<file path="config.mk">
export PLATFORM = sky130hd
export DESIGN_NAME = ght_match
export DESIGN_NICKNAME = d
export VERILOG_FILES = /design/src/hdl/ght_pkg.sv /design/src/hdl/ght_match.sv
export SDC_FILE = /design/constraint.sdc
export NUM_CORES = 1
export LEC_CHECK = 0
export BUFFER_PORTS_ARGS = -buffer_cell sky130_fd_sc_hd__buf_2
export CORE_AREA = 2 2 39 41
export DETAILED_ROUTE_END_ITERATION = 16
export DIE_AREA = 0 0 41 43
export GPL_TIMING_DRIVEN = 0
export PLACE_DENSITY_LB_ADDON = 0.05
export SLEW_MARGIN = 20
export SYNTH_ARGS = -nofsm -noshare
export SYNTH_HDL_FRONTEND = slang
export SYNTH_SLANG_ARGS = --single-unit
</file>
<file path="constraint.sdc">
create_clock -name vclk -period 3.45
set_clock_uncertainty 0.15 [all_clocks]
set_input_delay 0.69 -clock vclk [all_inputs]
set_output_delay 0.69 -clock vclk [all_outputs]
set_load 0.01 [all_outputs]
</file>
<file path="src/hdl/ght_pkg.sv">
// Shared types and constants of the generational handle table.
// Depends on nothing; ght_match, the top level and the checker import it.
package ght_pkg;

  localparam int SLOTS_DEF = 1024;
  localparam int CFG_W     = 11;
  localparam int HANDLE_W  = 35;
  localparam int FREED_W   = 11;
  localparam logic [CFG_W-1:0] SLOT_COUNT_RST = 11'd1024;
  localparam logic [15:0] GEN_MAX = 16'hFFFF;
  localparam logic [15:0] GEN_ONE = 16'd1;

  typedef enum logic [2:0] {
    CMD_INIT    = 3'd0,
    CMD_REG     = 3'd1,
    CMD_RESOLVE = 3'd2,
    CMD_RELEASE = 3'd3,
    CMD_RELOWN  = 3'd4,
    CMD_QUERY   = 3'd5
  } cmd_t;

  typedef enum logic [1:0] {
    STS_OK   = 2'd0,
    STS_FULL = 2'd1,
    STS_KIND = 2'd2,
    STS_DEAD = 2'd3
  } status_t;

  typedef struct packed {
    logic [2:0]          cmd;
    logic [HANDLE_W-1:0] handle;
    logic [2:0]          kind;
    logic [31:0]         payload;
    logic [31:0]         owner;
  } in_t;

  typedef struct packed {
    logic [1:0]          status;
    logic [HANDLE_W-1:0] out_handle;
    logic [31:0]         out_payload;
    logic [2:0]          out_kind;
    logic [31:0]         out_owner;
    logic [FREED_W-1:0]  freed_count;
  } out_t;

  typedef struct packed {
    logic live;
    logic kind_ok;
  } match_t;

endpackage

</file>
<file path="src/hdl/ght_match.sv">
// Liveness compare of one handle against one slot word.
// Depends on ght_pkg.
module ght_match (
  input  logic [ght_pkg::HANDLE_W-1:0] handle,
  input  logic [2:0]                   req_kind,
  input  logic                         slot_live,
  input  logic [2:0]                   slot_kind,
  input  logic [15:0]                  slot_gen,
  output ght_pkg::match_t              result
);
  import ght_pkg::*;

  always_comb begin
    result.live    = slot_live && (slot_kind == handle[34:32]) && (slot_gen == handle[31:16]);
    result.kind_ok = (slot_kind == req_kind);
  end
endmodule

</file>
After elaboration in Yosys (flattened, before gate mapping) --
Index checks and enable logic that the tools add are counted.
Storage, ports and cells: register bits 0, bits of input ports 58, output and inout port bits 2, word-level logic and storage cells 5
Cells by class: equal/unequal tests 3, reduce and logical (&&, ||, !) cells 2
Operators by type and width (count):
- equality test 16 bit | 1
- equality test 3 bit | 2
- logical AND 1 bit | 2

Longest topological paths before layout --
Gate-level depths: netlist of the first run.
depth after elaboration 3, gate-level depth with buffers 4, mapped depth without buffers 4

Worst setup path after synthesis of the first run --
No wires, ideal clock.
path type input port to output port, start input port handle[27] (netlist name), end output port result[1] (netlist name), arrival 1.445 ns, data required time 2.610 ns, slack 1.165 ns, stages 4, path buffers 0, path through xor2_1 nor4_1 nand3_1 nor3_2
RTL lines:
- from (decl) | line ght_match.sv:4 | input logic [ght_pkg::HANDLE_W-1:0] handle,
- to (decl) | line ght_match.sv:9 | output ght_pkg::match_t result

==> flow_metrics.tcl, run 1 <==
set metrics [dict create \
    finalHoldViolations 0 \
    gp_congestion 0.629 \
    postCtsSetupBuffers 0 \
    first_iter_violations 0 \
    die_y_um 43 \
    rsz0062_at_grt "no" \
    cp_num_cells 6 \
    total_power_uw 50.6 \
    layout.cells.non_filler 90 \
    n_fill_cell 160 \
    overflow 0 \
    detail-route-antenna-nets 0 \
    synth.top_cell.area_share 0.538 \
    final-setup-viol-count 0 \
    clock_buffers 0 \
    viasPerCell 3.90 \
    ys_top_cells_by_area "xor2_1 54%, xnor2_1 25%, nor4_1 7.7%, nand4_1 5.1%, nor3_2 4.1%" \
    synth_cell_types 7 \
    cp-start-kind "input port" \
    dpl-instance-area_sq_um 484 \
    synth_nets 88 \
    synth_top_area_cell "xor2_1" \
    first_pass_iters 1 \
    die_w_um 41 \
    final_common_cell "buf_2" \
    peakVddDrop_mv 0.0319 \
    crit_end "result[1]" \
    dpl.cell_count 90 \
    critPathTopFamily "simple AND/OR/NAND/NOR gates" \
    fin_tns_setup_ns 0 \
    final_cell_mix "44 x buf_2, 15 x xor2_1, 7 x xnor2_1, 3 x nor4_1, 2 x nand4_1" \
    fin_area_sq_um 484 \
    ios 60 \
    row_count 14 \
    design.seq.count 0 \
    critPathKind "input port to output port" \
    grtUsageTotal 0.0729 \
    antenna_found_initial 0 \
    layout.nets 134 \
    crit_buf_inv 2 \
    syn_inst 30 \
    core_area_sq_um 1380 \
    crit_path_end_kind "output port" \
    ctsResizeCount 0 \
    drive_gt1_frac 0.608 \
    grt_pass1_wl_um 986 \
    area_growth_pct 98.5 \
    min_path_type "input port to output port" \
    vias 351 \
    cp_data_arrival_time_ns 1.70 \
    crit_chain "buf_2 -> xor2_1 -> nor4_1 -> nand3_1 -> nor3_2 -> buf_2" \
    drc_errors 0 \
    n_antenna_cell 0 \
    grt_pass1_vias 289 \
    max_slew_margin 0.833 \
    io_buffers 44 \
    start_util 0.176 \
    grt_max_degree 3 \
    final-seq-area_sq_um 0 \
    ys_seq_area_frac 0 \
    timing.critical_path.mode_cell "buf_2" \
    min_period_ns 2.54 \
    slowest_stage "nor4_1" \
    ys.warnings.count 0 \
    ctsHoldBuffers 0 \
    syn_avg_cell_area_sq_um 8.13 \
    wirelength_um 692 \
    power_density_nw_per_um2 104 \
    fmax_mhz 394 \
    cpPeakStageDelay_ns 0.29 \
    hpwl_um 640 \
    cp.required_ns 2.61 \
    routedWlPerCell_um 7.69 \
    final_max_slew_viol_count 0 \
    worstPathMaxFanout 1 \
    dieArea_sq_um 1760 \
    worst_pin_slew_ns 0.249 \
    max-cap-violations 0 \
    status "finished clean" \
    cp-startpoint "handle[27]" \
    fin_crit_sh 0.735 \
    syn_area_sq_um 244 \
    p_leak_uw 0.000258 \
]
-- layout make-up --
| class | instances | area, sq um | area share |
|---|---|---|---|
| tap | 16 | 20.0 | 0.0413 |
| timing repair buffer | 44 | 220 | 0.455 |
| multi-input combinational | 30 | 244 | 0.504 |
-- report_power, final --
part	switching, uW	internal (uW)	leakage (uW)	total [uW]
combinational	19.4	31.1	0.000258	50.6
sequential	0	0	0	0
clock	0	0	0	0
-- worst min path at each step --
stage	slack (ns)	end	startpoint	depth (start not counted)
final	1.56	result[1]	slot_live	4
after global routing	1.59	result[1]	slot_live	4
after CTS	1.56	result[1]	slot_live	4
after detailed placement	1.56	result[1]	slot_live	4
after global placement	1.57	result[1]	slot_live	4
after floorplan	1.34	result[1]	slot_live	2
-- synth_stat cells --
library cell,n
xor2_1,15
nor3_2,1
nand3_1,1
nor3_1,1
nor4_1,3
xnor2_1,7
nand4_1,2
-- cell families (layout without fill, tap and decap cells) --
logic type | count (synthesis) | after routing | synth area share
xor gates and xnor gates | 22 | 22 | 0.790
and+or+nand+nor | 8 | 8 | 0.210
buffers and inverters | 0 | 44 | 0
-- stage by stage --
step	utilization	setup WS, ns	hold WS [ns]
floorplan	-	1.17	1.34
global placement	0.350	0.901	1.57
detailed placement	0.350	0.881	1.56
CTS	0.350	0.881	1.56
global route	0.350	0.798	1.59
finish	0.350	0.914	1.56
-- per-layer routing --
layer / wire length (um) / up-vias / track usage
met5: 0 / - / 0
met4: 0 / 0 / 0
met3: 95 / 0 / 0
met2: 334 / 23 / 0.150
met1: 262 / 137 / 0.0791
li1: - / 191 / -
No activity file was read; power rests on OpenSTA's default activity.
==> inputs of run 2 (changes only) <==
ABC_AREA = 1   (was default)
CORE_AREA = default   (was 2 2 39 41)
CORE_UTILIZATION = 32   (was default)
DIE_AREA = default   (was 0 0 41 43)
clock period = 2.35 ns   (was 3.45 ns; I/O delays follow)
==> flow_metrics.tcl, run 2 <==
set metrics [dict create \
    syn_avg_cell_area_sq_um 4.17 \
    status "finished clean" \
    min_path_type "input port to output port" \
    final-seq-area_sq_um 0 \
    grt_util_met1 0.132 \
    grt_pass1_wl_um 1410 \
    cpPeakStageDelay_ns 0.13 \
    drive_gt1_frac 0.303 \
    multi_input_area_sq_um 290 \
    slowest_stage "buf_2" \
    finalHoldViolations 0 \
    ys_top_cells_by_area "nand2_1 40%, inv_1 31%, xor2_1 6.2%, nor2_1 5.3%, o21ai_0 4.7%" \
    layout.nets 205 \
    ios 60 \
    crit_chain "buf_2 -> inv_1 -> nand2_1 -> nand2_1 -> nand2_1 -> nor2_1 -> nand3_1 -> nor2_1 -> buf_2" \
    syn_inst 101 \
    area_growth_pct 56.4 \
    worstPathMaxFanout 3 \
    cp-start-kind "input port" \
    detail-route-antenna-nets 0 \
    p_leak_uw 0.000512 \
    synth_top_area_cell "nand2_1" \
    io_buffers 44 \
    ys.warnings.count 0 \
    clock_buffers 0 \
    synth_nets 159 \
    crit_path_end_kind "output port" \
    synth_commonest_cells "45 x nand2_1, 35 x inv_1, 6 x nor2_1" \
    power_density_nw_per_um2 137 \
    busiest_layer "met2" \
    vias 627 \
    die_y_um 38.3 \
    start_util 0.360 \
    cp_data_arrival_time_ns 1.18 \
    antenna_found_initial 0 \
    grt_max_degree 4 \
    final_common_cell "nand2_1" \
    grt_use_met2 0.275 \
    wirelength_um 927 \
    routedWlPerCell_um 5.83 \
    max-cap-violations 0 \
    dieArea_sq_um 1470 \
    fmax_mhz 555 \
    worst_pin_slew_ns 0.163 \
    grt_pass1_vias 460 \
    fin_util 0.563 \
    max_slew_margin 0.891 \
    gp_congestion 0.609 \
    fin_tns_setup_ns 0 \
    n_fill_cell 129 \
    final-setup-viol-count 0 \
    synth_most_common_cell "nand2_1" \
    hpwl_um 876 \
    synth_cell_types 11 \
    core_area_sq_um 1170 \
    min_period_ns 1.80 \
    timing.critical_path.mode_cell "nand2_1" \
    cp.required_ns 1.73 \
    overflow 0 \
    die_w_um 38.3 \
    critPathKind "input port to output port" \
    fin_crit_sh 0.766 \
    final_max_slew_viol_count 0 \
    final_cell_mix "45 x nand2_1, 44 x buf_2, 35 x inv_1, 6 x nor2_1, 4 x o21ai_0" \
    postCtsSetupBuffers 0 \
    critPathTopFamily "simple AND/OR/NAND/NOR gates" \
    synth.top_cell.area_share 0.401 \
    grtUsageTotal 0.124 \
    first_iter_violations 8 \
    grt_util_met3 0 \
    row_count 12 \
    rsz0062_at_grt "no" \
    drc_errors 0 \
    crit_buf_inv 3 \
    syn_area_sq_um 422 \
    ys_seq_area_frac 0 \
    n_antenna_cell 0 \
    first_pass_iters 4 \
    viasPerCell 3.94 \
    peakVddDrop_mv 0.0533 \
    ctsResizeCount 0 \
    ctsHoldBuffers 0 \
    design.seq.count 0 \
]
[run 2: cell count changes in the layout (fill, tap and decap cells not counted), moves of 2 or more]
cell     delta
nor4_1      -3
o21ai_0     +4
nor2_1      +6
nand4_1     -2
inv_1      +35
xor2_1     -12
xnor2_1     -5
nand2_1    +45
[run 2: final cells by class]
class / count / share of cell area
Inverter: 35 / 0.199
Tap cell: 14 / 0.0266
Multi-Input combinational cell: 66 / 0.440
Timing Repair Buffer: 44 / 0.334
[run 2: worst paths after layout]
kind | start | endpoint | slack [ns] | cells after the start
worst min-delay path | req_kind[1] | result[0] | 1.18 | 4
worst max-delay path | slot_kind[1] | result[1] | 0.55 | 9
[run 2: routing by layer]
layer	share of wire	vias to the layer above
met2	0.46	23
met3	0.059	0
li1	-	369
met1	0.49	235
met5	0	-
met4	0	0
[run 2: cells by family (layout without fill, tap and decap cells)]
logic type / Yosys count / after routing / share of synthesized area
xor+xnor: 5 / 5 / 0.104
simple gates: 54 / 54 / 0.490
buf+inv: 35 / 79 / 0.312
compound gates: 7 / 7 / 0.0950
[run 2: per-stage QoR]
step                hold WS, ns  setup WS (ns)  std cells  cell area, sq um  total power (uW)
finish                     1.18          0.549        159               659              90.6
global placement           1.18          0.552        159               659              89.1
detailed placement         1.19          0.548        159               659              91.7
global route               1.23          0.422        159               659               104
floorplan                 0.974          0.728        101               422              44.8
CTS                        1.19          0.543        159               659              92.1
[run 2: report_power, final]
part | internal (uW) | switching, uW | leakage [uW]
registers | 0 | 0 | 0
clock network | 0 | 0 | 0
logic | 47.9 | 42.7 | 0.000512
==> inputs of run 3 (changes only) <==
CORE_UTILIZATION = 29   (was 32)
clock period = 1.6 ns   (was 2.35 ns; I/O delays follow)
==> flow_metrics.tcl, run 3 (same netlist as run 2, synthesis figures left out) <==
set metrics [dict create \
    status "finished clean" \
    fin_area_sq_um 661 \
    clock_buffers 0 \
    fmax_mhz 665 \
    hpwl_um 878 \
    crit_buf_inv 3 \
    final_common_cell "nand2_1" \
    layout.nets 205 \
    detail-route-antenna-nets 0 \
    final_cell_mix "45 x nand2_1, 44 x buf_2, 34 x inv_1, 6 x nor2_1" \
    first_pass_iters 4 \
    crit_path_end_kind "output port" \
    cp_data_arrival_time_ns 1.03 \
    dieArea_sq_um 1610 \
    die_w_um 40.1 \
    worst_pin_slew_ns 0.152 \
    fin_crit_sh 0.940 \
    slowest_stage "buf_2" \
    routedWlPerCell_um 5.75 \
    vias 624 \
    n_antenna_cell 0 \
    area_growth_pct 56.7 \
    critPathKind "input port to output port" \
    row_count 13 \
    gp_congestion 0.696 \
    final-setup-viol-count 0 \
    final-seq-area_sq_um 0 \
    core_area_sq_um 1330 \
    cpPeakStageDelay_ns 0.13 \
    power_density_nw_per_um2 202 \
    design.seq.count 0 \
    viasPerCell 3.90 \
    drive_gt1_frac 0.310 \
    cp-start-kind "input port" \
    grt_pass1_vias 423 \
    final_max_slew_viol_count 0 \
    cp.required_ns 1.13 \
    postCtsSetupBuffers 0 \
    timing.critical_path.mode_cell "nand2_1" \
    max-cap-violations 0 \
    min_period_ns 1.50 \
    peakVddDrop_mv 0.0832 \
    p_leak_uw 0.000511 \
    min_path_type "input port to output port" \
    dpl-instance-area_sq_um 661 \
    critPathTopFamily "simple AND/OR/NAND/NOR gates" \
    rsz0062_at_grt "no" \
    wirelength_um 920 \
    grt_max_degree 4 \
    antenna_found_initial 0 \
    die_y_um 40.1 \
    drc_errors 0 \
    overflow 0 \
    fin_tns_setup_ns 0 \
    max_slew_margin 0.898 \
    total_power_uw 133 \
    start_util 0.316 \
    grt_pass1_wl_um 1380 \
    io_buffers 44 \
    ios 60 \
    crit_chain "buf_2 -> inv_1 -> nand2_1 -> nand2_1 -> nand2_1 -> nor2_1 -> nand3_1 -> nor2_1 -> buf_2" \
    grtUsageTotal 0.119 \
    worstPathMaxFanout 3 \
    first_iter_violations 4 \
    finalHoldViolations 0 \
]
-- run 3: cell counts in the layout (fill, tap and decap cells not counted) --
No cell type changed its count.
-- run 3: metrics by stage --
stage	hold slack [ns]	setup slack (ns)	std cells	utilization
floorplan	0.674	0.278	101	-
global placement	0.878	0.0936	160	0.495
detailed placement	0.888	0.0793	160	0.495
CTS	0.889	0.0782	160	0.495
global route	0.954	0.00147	160	0.495
finish	0.883	0.0960	160	0.495
-- run 3: metal layers --
layer / routed length [um] / GRT usage / vias up / part of all wire
met5: 0 / 0 / - / 0
met4: 0 / 0 / 0 / 0
met3: 74 / 0 / 0 / 0.080
met2: 445 / 0.266 / 24 / 0.48
met1: 399 / 0.123 / 231 / 0.43
li1: - / - / 369 / -
-- run 3: area by class of cell --
cell class | count | area (sq um)
fill | 163 | 673
multi-input combinational | 66 | 290
timing repair buffer | 44 | 220
tap | 15 | 18.8
inverter | 35 | 131
-- run 3: path summary, 6_finish.rpt --
check | cells after the start | slack, ns | end | startpoint
max | 9 | 0.1 | result[1] | slot_kind[1]
min | 4 | 0.88 | result[0] | req_kind[0]
-- run 3: power breakdown --
group / switching, uW / internal, uW
Combinational: 62.7 / 70.7
Clock: 0 / 0
Sequential: 0 / 0
Total: 62.7 / 70.7
-- run 3: tightest hold or removal path: stages --
cell and delay (ns):
buf_2 0.08, xor2_1 0.05, nor3_1 0.11, buf_2 0.15
-- run 3: timing repair --
item	4_1_cts	5_1_grt
gates resized for setup	0	3
endpoints found under the setup margin	0	1
hold buffers	0	0
